<file path="config.mk">
export PLATFORM = sky130hd
export DESIGN_NAME = round_robin_tick_scheduler
export DESIGN_NICKNAME = d
export VERILOG_FILES = /design/src/design/rrts_pkg.sv /design/src/design/rrts_ram.sv /design/src/design/rrts_fifo_ptr.sv /design/src/design/round_robin_tick_scheduler.sv
export SDC_FILE = /design/constraint.sdc
export NUM_CORES = 1
export LEC_CHECK = 0
export BUFFER_PORTS_ARGS = -buffer_cell sky130_fd_sc_hd__clkbuf_2
export CAP_MARGIN = 20
export CORE_MARGIN = 2
export CORE_UTILIZATION = 50
export CTS_BUF_LIST = sky130_fd_sc_hd__clkbuf_8
export DETAILED_ROUTE_END_ITERATION = 8
export PLACE_DENSITY = 0.78
export RECOVER_POWER = 100
export SLEW_MARGIN = 25
export SYNTH_ARGS = -nofsm -noshare
export SYNTH_HDL_FRONTEND = slang
export SYNTH_HIERARCHICAL = 1
export SYNTH_SLANG_ARGS = --single-unit
</file>
<file path="constraint.sdc">
create_clock -name clk -period 5.31 [get_ports clk]
set_input_delay 1.062 -clock clk [delete_from_list [all_inputs] [get_ports clk]]
set_output_delay 1.062 -clock clk [all_outputs]
set_load 0.1 [all_outputs]
</file>
<file path="src/design/rrts_pkg.sv">
// shared types, sizes and codes of the round-robin tick scheduler
package rrts_pkg;

	localparam int MAX_JOBS = 16;
	localparam int IDX_W    = (MAX_JOBS > 1) ? $clog2(MAX_JOBS) : 1;
	localparam int CNT_W    = $clog2(MAX_JOBS + 1);
	localparam int SUM_W    = IDX_W + 1;

	localparam logic OP_ADD  = 1'b0;
	localparam logic OP_TICK = 1'b1;

	localparam logic [15:0] SLOT_MAX = 16'hFFFF;

	typedef struct packed {
		logic [7:0]  id;
		logic [15:0] arrival;
		logic [15:0] required;
	} arr_entry_t;

	typedef struct packed {
		logic [7:0]  id;
		logic [15:0] remaining;
	} rdy_entry_t;

	localparam int ARR_W = $bits(arr_entry_t);
	localparam int RDY_W = $bits(rdy_entry_t);

	typedef struct packed {
		logic push;
		logic pop;
	} fifo_ctl_t;

	typedef struct packed {
		logic [IDX_W-1:0] head;
		logic [IDX_W-1:0] tail;
		logic             empty;
		logic             full;
	} fifo_sts_t;

endpackage

</file>
<file path="src/design/rrts_ram.sv">
// generic single-write, single-read ram with registered read data
module rrts_ram #(
	parameter int WIDTH = 8,
	parameter int DEPTH = 16
) (
	input  logic                     clk,
	input  logic                     we,
	input  logic [$clog2(DEPTH)-1:0] waddr,
	input  logic [WIDTH-1:0]         wdata,
	input  logic [$clog2(DEPTH)-1:0] raddr,
	output logic [WIDTH-1:0]         rdata
);

	logic [WIDTH-1:0] mem_q [DEPTH];

	always_ff @(posedge clk) begin
		if (we) begin
			mem_q[waddr] <= wdata;
		end
		rdata <= mem_q[raddr];
	end

endmodule

</file>
<file path="src/design/rrts_fifo_ptr.sv">
// head pointer and fill count of one circular job queue
module rrts_fifo_ptr (
	input  logic                clk,
	input  logic                arst_n,
	input  rrts_pkg::fifo_ctl_t ctl,
	output rrts_pkg::fifo_sts_t sts
);

	logic [rrts_pkg::IDX_W-1:0] head_q;
	logic [rrts_pkg::CNT_W-1:0] count_q;
	logic [rrts_pkg::SUM_W-1:0] sum;
	logic [rrts_pkg::SUM_W-1:0] sum_wrap;

	// head plus count stays below twice the depth, so one subtract wraps it
	always_comb begin
		sum = rrts_pkg::SUM_W'(head_q) + rrts_pkg::SUM_W'(count_q);
		if (sum >= rrts_pkg::SUM_W'(rrts_pkg::MAX_JOBS)) begin
			sum_wrap = sum - rrts_pkg::SUM_W'(rrts_pkg::MAX_JOBS);
		end else begin
			sum_wrap = sum;
		end
		sts.head  = head_q;
		sts.tail  = sum_wrap[rrts_pkg::IDX_W-1:0];
		sts.empty = (count_q == '0);
		sts.full  = (count_q == rrts_pkg::CNT_W'(rrts_pkg::MAX_JOBS));
	end

	always_ff @(posedge clk or negedge arst_n) begin
		if (!arst_n) begin
			head_q  <= '0;
			count_q <= '0;
		end else begin
			if (ctl.pop) begin
				if (head_q == rrts_pkg::IDX_W'(rrts_pkg::MAX_JOBS - 1)) begin
					head_q <= '0;
				end else begin
					head_q <= head_q + 1'b1;
				end
			end
			if (ctl.push && !ctl.pop) begin
				count_q <= count_q + 1'b1;
			end else if (ctl.pop && !ctl.push) begin
				count_q <= count_q - 1'b1;
			end
		end
	end

endmodule

</file>
<file path="src/design/round_robin_tick_scheduler.sv">
// round-robin scheduler top: request decode, queue memories and result register
//
// channel   signals                                         direction
// request   in_valid in_ready opcode job_id arrival_slot      in
//           required_slots
// result    out_valid out_ready slot_start run_id ran         out
//           entered halted idle done_res rejected
//
// each request is accepted in idle and then executed: the accept edge launches the head reads of
// both queue memories, and the execute edge uses the registered read data, writes
// back at most one entry per memory and loads the result register.
// a waiting result stalls only the execute step; while idle, a request can still be taken.
// reset clears the pointers, counts and time; the memories need no clearing.
module round_robin_tick_scheduler (
	input  logic        clk,
	input  logic        arst_n,
	input  logic        in_valid,
	output logic        in_ready,
	input  logic        opcode,
	input  logic [7:0]  job_id,
	input  logic [15:0] arrival_slot,
	input  logic [15:0] required_slots,
	output logic        out_valid,
	input  logic        out_ready,
	output logic [15:0] slot_start,
	output logic [7:0]  run_id,
	output logic        ran,
	output logic        entered,
	output logic        halted,
	output logic        idle,
	output logic        done_res,
	output logic        rejected
);

	localparam logic S_IDLE = 1'b0;
	localparam logic S_EXEC = 1'b1;

	logic st_q;

	logic        op_q;
	logic [7:0]  id_q;
	logic [15:0] arr_q;
	logic [15:0] req_q;
	logic [15:0] slot_q;

	rrts_pkg::fifo_ctl_t a_ctl, r_ctl;
	rrts_pkg::fifo_sts_t a_sts, r_sts;

	rrts_pkg::arr_entry_t a_rd, a_wr;
	rrts_pkg::rdy_entry_t r_rd, r_wr;
	logic a_we, r_we;

	logic go;
	logic due;
	logic [15:0] need;
	logic [15:0] slot_nxt;
	logic        res_ran, res_entered, res_halted, res_idle, res_done, res_rej;
	logic [7:0]  res_id;

	logic        out_valid_q;
	logic [15:0] slot_start_q;
	logic [7:0]  run_id_q;
	logic        ran_q, entered_q, halted_q, idle_q, done_q, rejected_q;

	rrts_fifo_ptr u_arr_ptr (.clk(clk), .arst_n(arst_n), .ctl(a_ctl), .sts(a_sts));
	rrts_fifo_ptr u_rdy_ptr (.clk(clk), .arst_n(arst_n), .ctl(r_ctl), .sts(r_sts));

	rrts_ram #(.WIDTH(rrts_pkg::ARR_W), .DEPTH(rrts_pkg::MAX_JOBS)) u_arr_ram (
		.clk(clk), .we(a_we), .waddr(a_sts.tail), .wdata(a_wr),
		.raddr(a_sts.head), .rdata(a_rd)
	);

	rrts_ram #(.WIDTH(rrts_pkg::RDY_W), .DEPTH(rrts_pkg::MAX_JOBS)) u_rdy_ram (
		.clk(clk), .we(r_we), .waddr(r_sts.tail), .wdata(r_wr),
		.raddr(r_sts.head), .rdata(r_rd)
	);

	assign in_ready = (st_q == S_IDLE);
	assign go       = (st_q == S_EXEC) && (!out_valid_q || out_ready);

	always_comb begin
		a_ctl       = '0;
		r_ctl       = '0;
		a_we        = 1'b0;
		r_we        = 1'b0;
		a_wr        = '{id: id_q, arrival: arr_q, required: req_q};
		r_wr        = '{id: r_rd.id, remaining: r_rd.remaining - 16'd1};
		res_ran     = 1'b0;
		res_entered = 1'b0;
		res_halted  = 1'b0;
		res_idle    = 1'b0;
		res_done    = 1'b0;
		res_rej     = 1'b0;
		res_id      = '0;
		slot_nxt    = (slot_q == rrts_pkg::SLOT_MAX) ? slot_q : slot_q + 16'd1;
		due         = !a_sts.empty && (a_rd.arrival <= slot_q);
		need        = (a_rd.required == '0) ? 16'd1 : a_rd.required;
		if (op_q == rrts_pkg::OP_ADD) begin
			slot_nxt = slot_q;
			if (a_sts.full) begin
				res_rej = 1'b1;
			end else begin
				a_we       = go;
				a_ctl.push = go;
			end
		end else if (due && !r_sts.full) begin
			a_ctl.pop   = go;
			res_ran     = 1'b1;
			res_entered = 1'b1;
			res_id      = a_rd.id;
			if (need > 16'd1) begin
				r_wr       = '{id: a_rd.id, remaining: need - 16'd1};
				r_we       = go;
				r_ctl.push = go;
			end else begin
				res_halted = 1'b1;
			end
		end else if (!r_sts.empty) begin
			r_ctl.pop = go;
			res_ran   = 1'b1;
			res_id    = r_rd.id;
			// requeue goes to the old tail; on a full queue that is the head slot the pop frees up
			if (r_rd.remaining > 16'd1) begin
				r_we       = go;
				r_ctl.push = go;
			end else begin
				res_halted = 1'b1;
			end
		end else if (!a_sts.empty) begin
			res_idle = 1'b1;
		end else begin
			res_done = 1'b1;
			slot_nxt = slot_q;
		end
	end

	always_ff @(posedge clk or negedge arst_n) begin
		if (!arst_n) begin
			st_q        <= S_IDLE;
			slot_q      <= '0;
			out_valid_q <= 1'b0;
		end else begin
			unique case (st_q)
				S_IDLE: begin
					if (in_valid) begin
						st_q <= S_EXEC;
					end
				end
				S_EXEC: begin
					if (go) begin
						st_q <= S_IDLE;
					end
				end
				default: st_q <= S_IDLE;
			endcase
			if (go) begin
				slot_q      <= slot_nxt;
				out_valid_q <= 1'b1;
			end else if (out_ready) begin
				out_valid_q <= 1'b0;
			end
		end
	end

	always_ff @(posedge clk) begin
		if (in_valid && in_ready) begin
			op_q  <= opcode;
			id_q  <= job_id;
			arr_q <= arrival_slot;
			req_q <= required_slots;
		end
		if (go) begin
			slot_start_q <= slot_q;
			run_id_q     <= res_id;
			ran_q        <= res_ran;
			entered_q    <= res_entered;
			halted_q     <= res_halted;
			idle_q       <= res_idle;
			done_q       <= res_done;
			rejected_q   <= res_rej;
		end
	end

	assign out_valid  = out_valid_q;
	assign slot_start = slot_start_q;
	assign run_id     = run_id_q;
	assign ran        = ran_q;
	assign entered    = entered_q;
	assign halted     = halted_q;
	assign idle       = idle_q;
	assign done_res   = done_q;
	assign rejected   = rejected_q;

`ifndef ASSERT_OFF
	a_one_outcome: assert property (@(posedge clk) disable iff (!arst_n)
		out_valid |-> $onehot0({ran, idle, done_res, rejected}))
		else $error("more than one outcome flag in a result");

	a_flags_need_run: assert property (@(posedge clk) disable iff (!arst_n)
		out_valid && (entered || halted) |-> ran)
		else $error("entered or halted without a running job");

	a_time_held: assert property (@(posedge clk) disable iff (!arst_n)
		!go |=> $stable(slot_q))
		else $error("time moved without a completed request");

	a_exec_follows: assert property (@(posedge clk) disable iff (!arst_n)
		in_valid && in_ready |=> st_q == S_EXEC && !in_ready)
		else $error("accepted request did not enter execution");
`endif

endmodule

</file>
==> metrics.txt, run 1 <==
outcome finished, violations left; failing checks capacitance limit, slew limit; fill count between 6000 and 7000; CTS tree yes; P&R area growth vs syn 11.0%; WS Path Type flip-flop to flip-flop; WP data arrival 5.29 ns; worst setup margin about 0.48 ns; routed length per instance between 20 and 30 um; first-pass GRT wire length ~150000 um; Pre-antenna DRT Iters 5; syn_nets about 2300; total CTS buffers 177; largest stage delay on the critical path ~1.5 ns; critical path fanouts, max 34; hold crit path type input pin to flip-flop; area leader, netlist edfxtp_1; complex-gate fraction of the synthesized area approximately 3.0%; Final Hold Fails 0; Finish-stage setup viols 0; Syn. warnings 6; die area between 90000 and 100000 um2; Initial Util 50.3%; post-synthesis mux area share between 10% and 20%; Top Ports 77; DIE HEIGHT between 300 and 400 um; Achievable Freq about 210 MHz; share of cells above drive strength 1 21.2%; pin slew with the least headroom to its limit 3.11 ns; total of max-cap violations 14; Clock Path Buffers 3; top_reg_cell synth edfxtp_1; Placed Cells approximately 3400; Peak VDD IR 0.296 mV; Worst slew margin -108%; total power ~29 mW; routed via count around 23000; PortBufs between 70 and 80; Core Rows between 100 and 150; worst reg2reg path endpoint u_arr_ram/mem_q[3][4]; WHS 0.367 ns; Final GP Congestion around 0.87; Power Density approximately 560 nW/um2; hold_buf cts 0; Post-synth EDFFs 1095; final core utilization 55.8%; Clk Latency, worst-skew pair between 0.8 and 0.9 ns; commonest non-fill, non-tap cell in the layout edfxtp_1; Synth Area in Adders 1.18%; finished layout cell area ~51000 um2; cell count of the worst reg-to-reg path 7; pin count of the biggest net entering global routing 72; Finished Layout Cells around 3800; core area around 91000 um2; clk slew on worst S/H paths around 0.060 ns; number of DRC markers in iteration 0 2985; main combinational cell family by area after synthesis multiplexers; Clock Skew a little under 0.04 ns; RSZ-0062 raised after global routing no; antenna-violating nets left 0; post_cts resized 0; #FFs+latches synth about 1200; Post-DP HPWL 55900 um; post-synthesis xor/xnor area fraction less than 1%; Root Driver clkbuf_8; grt total ovfl 0; placement-stage cell area 48000 um2; final wirelength slightly below 100000 um; syn avg cell area around 21 um2; Worst Hold End req_q[8]; via density per instance a little over 6; share of the synthesized area in the top cell type 71.6%; pre-CTS setup slack between 0.8 and 0.9 ns; type of origin of the critical path flip-flop; vias in the first global route approximately 23000; Netlist cell types just over 60; initial antenna violation count 5; Synth area leaders edfxtp_1, mux4_2, mux4_1; slowest CP cell dfrtp_1; Hold Path Depth 1; drc violations 0; CTS H-Tree Depth 4; Die W slightly above 300 um; Leak Pwr between 15 and 20 nW; r2r setup slk 0.48 ns; setup bufs post-CTS 0; Clock Sinks ~1200; Max Slew Vio Count 463; asr flop ratio synth 3.01%; clock period minus worst slack 4.83 ns; Total GRT Usage 21.2%; post-layout net count around 2500; simple-gate area share of the yosys netlist under 10%; cell count after synthesis 2192; most frequent cells in the layout edfxtp_1, mux4_2, clkbuf_8, a22oi_1, inv_1; ordered list of cells on the worst path ha_1 > inv_1 > fa_1 > xnor2_1 > or3b_2 > nor2_1 > buf_4; Req. time, crit path between 5 and 6 ns; post-synthesis sequential area ratio roughly three quarters; Setup crit end kind flip-flop; Reg2Reg Launch Point u_arr_ptr/head_q[0]; Syn Std Cell Area roughly 46000 um2; setup TNS 0 ns; Tcrit/Tclk final between 90% and 100%; HP Start required_slots[8]
how the worst max path moves through the flow:
stage | start | end | cells past startpoint
final | u_arr_ptr/head_q[0] | u_arr_ram/mem_q[3][4] | 7
after global routing | u_arr_ptr/head_q[0] | u_arr_ram/mem_q[2][32] | 7
after CTS | slot_q[11] | u_rdy_ptr/count_q[4] | 14
after detailed placement | u_arr_ram/rdata[0] | u_rdy_ptr/count_q[4] | 16
after global placement | u_arr_ram/rdata[0] | u_rdy_ptr/count_q[4] | 16
after floorplan | out_ready | u_arr_ram/mem_q[4][0] | 5
metal layers:
metal	global-route usage, %	share of wire, %	vias to the layer above
li1	-	-	9589
met1	28.4	39	11800
met2	34.4	49	1104
met3	4.95	9.4	182
met4	7.27	2.5	2
met5	0	0.013	-
cell families (layout without fill, tap and decap cells):
logic type | count (synthesis) | after routing
xor gates and xnor gates | 49 | 49
other | 0 | 2
AOI/OAI and AO/OA | 199 | 199
adders and majority gates | 41 | 41
muxes | 285 | 285
and+or+nand+nor | 287 | 287
buffers and inverters | 136 | 507
DFF | 1195 | 1195
cells in the mapped netlist (all sizes together) (10+ instances only):
cell type	count
nand3	16
xnor2	38
nand2	107
mux4	256
nor4	10
xor2	11
buf	47
a22oi	128
edfxtp	1095
inv	38
mux2i	18
mux2	11
clkbuf	51
ha	37
nor3	23
nand4	13
o21ai	26
dfxtp	64
nor2	57
dfrtp	36
a21oi	21
area by class of cell:
class | count | area, um2 | area share [%]
Inverter | 38 | 143 | 0.280
Antenna cell | 2 | 5.00 | 0.00981
Multi-Input combinational cell | 861 | 10200 | 20.0
Timing Repair Buffer | 152 | 761 | 1.49
Sequential cell | 1195 | 35100 | 68.8
Clock inverter | 127 | 733 | 1.44
Clock buffer | 190 | 2620 | 5.13
Tap cell | 1186 | 1480 | 2.91
registers in the layout (all words and copies together) (netlist names), 5 cells and up:
name	flops
arr_q	16
req_q	16
u_rdy_ptr/count_q	5
run_id	8
slot_start	16
slot_q	16
u_arr_ptr/count_q	5
u_rdy_ram/rdata	24
u_arr_ram/mem_q	640
u_arr_ram/rdata	40
id_q	8
u_rdy_ram/mem_q	384
where the power goes:
part / total [mW] / leakage, nW / internal (mW) / switching, mW
registers: 13.5 / 10.8 / 12.6 / 0.940
logic: 8.13 / 3.95 / 2.96 / 5.17
clock network: 6.98 / 1.99 / 3.50 / 3.48
total: 28.6 / 16.8 / 19.0 / 9.60
worst max-delay path: cells and delay by family, from the launching register on:
kind	cells	cell delay, ns
adder cells (fa/ha/maj)	2	0.73
XOR/XNOR	1	0.18
flip-flops	1	1.46
AND/OR/NAND/NOR	2	1.28
buffers and inverters	2	0.77
Power figures use the tool's default switching activity.
==> run 2: changes to the inputs <==
--- a/config.mk
+++ b/config.mk
@@ -5,6 +5,7 @@
 export SDC_FILE = /design/constraint.sdc
 export NUM_CORES = 1
 export LEC_CHECK = 0
+export ABC_AREA = 1
 export BUFFER_PORTS_ARGS = -buffer_cell sky130_fd_sc_hd__clkbuf_2
 export CAP_MARGIN = 20
 export CORE_MARGIN = 2
==> run 2 against run 1 <==
Against the previous run: the flow still finishes with violations (capacitance limit, slew limit); sequential share of layout area is 6.4 points lower; design area up 10%; fmax fell by 1.8%; via count up 52%; utilization decreased by 0.48 points; combinational power rose by 50%; largest power group unchanged.
==> metrics.txt, run 2 <==
#FFs+latches synth around 1200; ordered list of cells on the worst path ha_1 > a21oi_1 > nand2_1 > xnor2_1 > nor2_1 > nand2_1 > nor2_1 > clkbuf_1; PortBufs between 70 and 80; share of the synthesized area in the top cell type between 60% and 70%; Hold Path Depth 1; drc violations 0; clock period minus worst slack about 4.9 ns; Clock Skew 0.0420 ns; total of max-cap violations 18; cell count after synthesis 4905; Clock Sinks approximately 1200; P&R area growth vs syn 9.69%; RSZ-0062 raised after global routing no; Req. time, crit path ~5.8 ns; type of origin of the critical path flip-flop; Total GRT Usage 22.8%; Reg2Reg Launch Point u_arr_ptr/head_q[2]; Power Density 591 nW/um2; Tcrit/Tclk final 92.6%; setup TNS 0 ns; vias in the first global route ~33000; most frequent cells after synthesis nand2_1, edfxtp_1, inv_1; Final GP Congestion about 0.84; DIE HEIGHT 324 um; Syn Std Cell Area slightly above 50000 um2; slowest CP cell nor2_1; Netlist cell types 39; via density per instance 5.27; grt total ovfl 0; asr flop ratio synth about 3%; area leader, netlist edfxtp_1; Post-DP HPWL around 70000 um; number of DRC markers in iteration 0 between 4000 and 5000; initial antenna violation count 5; Biggest register u_arr_ram/mem_q; share of cells above drive strength 1 under 10%; routed via count about 34000; Peak VDD IR just under 0.5 mV; Worst Path Buf+Inv 1; CTS H-Tree Depth 4; Setup crit end kind flip-flop; Post-synth EDFFs 1095; Syn. warnings 6; total CTS buffers between 150 and 200; clk slew on worst S/H paths approximately 0.060 ns; cell count of the worst reg-to-reg path 8; routed length per instance approximately 19 um; Clk Latency, worst-skew pair 0.86 ns; Synth area leaders edfxtp_1, nand2_1, nand3_1; most common cell in the netlist nand2_1; failing checks capacitance limit, slew limit; Core Rows around 120; most frequent cells in the layout nand2_1, edfxtp_1, inv_1, nand3_1, clkbuf_8; post-synthesis sequential area ratio around 70%; Finish-stage setup viols 0; Worst Hold End arr_q[11]; outcome finished, violations left; critical path fanouts, max 42; antenna-violating nets left 0; core area approximately 100000 um2; Initial Util about half; Clock Path Buffers 3; r2r setup slk a little under 0.4 ns; largest stage delay on the critical path 1.50 ns; total power between 30 and 40 mW; Top Ports just under 80; WS Path Type flip-flop to flip-flop; CTS tree yes; setup bufs post-CTS 0; Max Slew Vio Count around 440; WP data arrival 5.37 ns; Pre-antenna DRT Iters 7; Final Hold Fails 0; die area approximately 110000 um2; Root Driver clkbuf_8; pin count of the biggest net entering global routing 150; Worst slew margin -90.5%; Top delay family on crit path simple AND/OR/NAND/NOR gates; syn avg cell area ~10 um2; HP Start arrival_slot[11]; Die W around 320 um; Leak Pwr between 20 and 25 nW; post-layout net count just over 5000; first-pass GRT wire length ~190000 um; hold_buf cts 0; post_cts resized 0; pin slew with the least headroom to its limit between 2 and 3 ns; hold crit path type input pin to flip-flop; syn_nets 4991; Achievable Freq roughly 200 MHz; top_reg_cell synth edfxtp_1; Largest regs u_arr_ram/mem_q x640, u_rdy_ram/mem_q x384, u_arr_ram/rdata x40; max FFs per register 640; commonest non-fill, non-tap cell in the layout nand2_1; final wirelength 121000 um; worst reg2reg path endpoint u_arr_ram/mem_q[0][24]
run 2: changes by cell type in the layout (fill, tap and decap cells not counted), sizes merged, moves of 12 or more:
cell / before / now
inv: 124 / 926
a22oi: 128 / 0
nand2: 107 / 1513
nor3: 23 / 11
buf: 19 / 33
o21ai: 26 / 54
mux2i: 18 / 0
clkinv: 38 / 76
xnor2: 38 / 25
nand3: 16 / 818
mux4: 256 / 0
clkbuf: 323 / 304
nor2: 57 / 105
run 2: kinds of logic (layout without fill, tap and decap cells):
kind of cell | Yosys count | after routing | synth area share [%]
AO/OA/AOI/OAI | 70 | 70 | 0.724
XOR/XNOR | 44 | 44 | 0.751
adder cells (fa/ha/maj) | 41 | 41 | 1.06
buffers and inverters | 1087 | 1348 | 8.82
flip-flops | 1195 | 1195 | 68.3
other | 0 | 3 | 0
AND/OR/NAND/NOR | 2468 | 2468 | 20.3
run 2: final cells by class:
| cell class | instances | area, um2 |
|---|---|---|
| Clock buffer | 194 | 2670 |
| Timing Repair Buffer | 143 | 858 |
| Antenna cell | 3 | 7.51 |
| Tap cell | 1368 | 1710 |
| Fill cell | 8181 | 45500 |
| Clock inverter | 144 | 852 |
| Sequential cell | 1195 | 35100 |
| Inverter | 867 | 3270 |
| Multi-Input combinational cell | 2623 | 11800 |
run 2: worst max-delay path by stage:
stage | startpoint | to | slack (ns) | depth (start not counted)
after CTS | slot_q[2] | u_rdy_ram/mem_q[6][16] | 1.00 | 17
after global placement | slot_q[2] | u_rdy_ram/mem_q[6][12] | 1.16 | 17
final | u_arr_ptr/head_q[2] | u_arr_ram/mem_q[0][24] | 0.39 | 8
after global routing | u_arr_ram/rdata[10] | u_rdy_ram/mem_q[15][23] | 0.34 | 13
after detailed placement | slot_q[3] | u_rdy_ram/mem_q[7][12] | 1.09 | 15
after floorplan | out_ready | u_arr_ram/mem_q[12][0] | 1.38 | 6
run 2: worst reg2reg max path: stages, from the launching register on:
cell	delay, ns
dfrtp_2	1.10
ha_1	0.48
a21oi_1	0.15
nand2_1	0.08
xnor2_1	0.19
nor2_1	0.14
nand2_1	0.11
nor2_1	1.50
clkbuf_1	0.77
run 2: metal layers:
layer	part of all wire, %	wire [um]	up-vias	GRT usage, %
li1	-	-	16100	-
met1	39	46800	16300	29.6
met2	49	58900	1724	37.6
met3	9.5	11500	282	4.66
met4	3.4	4120	2	9.60
met5	0.0091	11	-	0
run 2: per-stage QoR:
stage          cell area (um2)  hold slack (ns)  worst slack, ns  utilization, %  std cells
2_1_floorplan            51300            0.446             1.38               -       4905
3_3_place_gp             53100            0.458             1.16            52.2       6196
3_5_place_dp             53100            0.463             1.09            52.2       6196
4_1_cts                  56600            0.301             1.00            55.6       6534
5_1_grt                  56300            0.327            0.339            55.3       6535
6_report                 56300            0.372            0.393            55.3       6537
run 2: power breakdown:
part / internal [mW] / switching (mW)
clock network: 3.68 / 3.63
registers: 12.8 / 0.906
logic: 2.88 / 9.30
total: 19.4 / 13.8
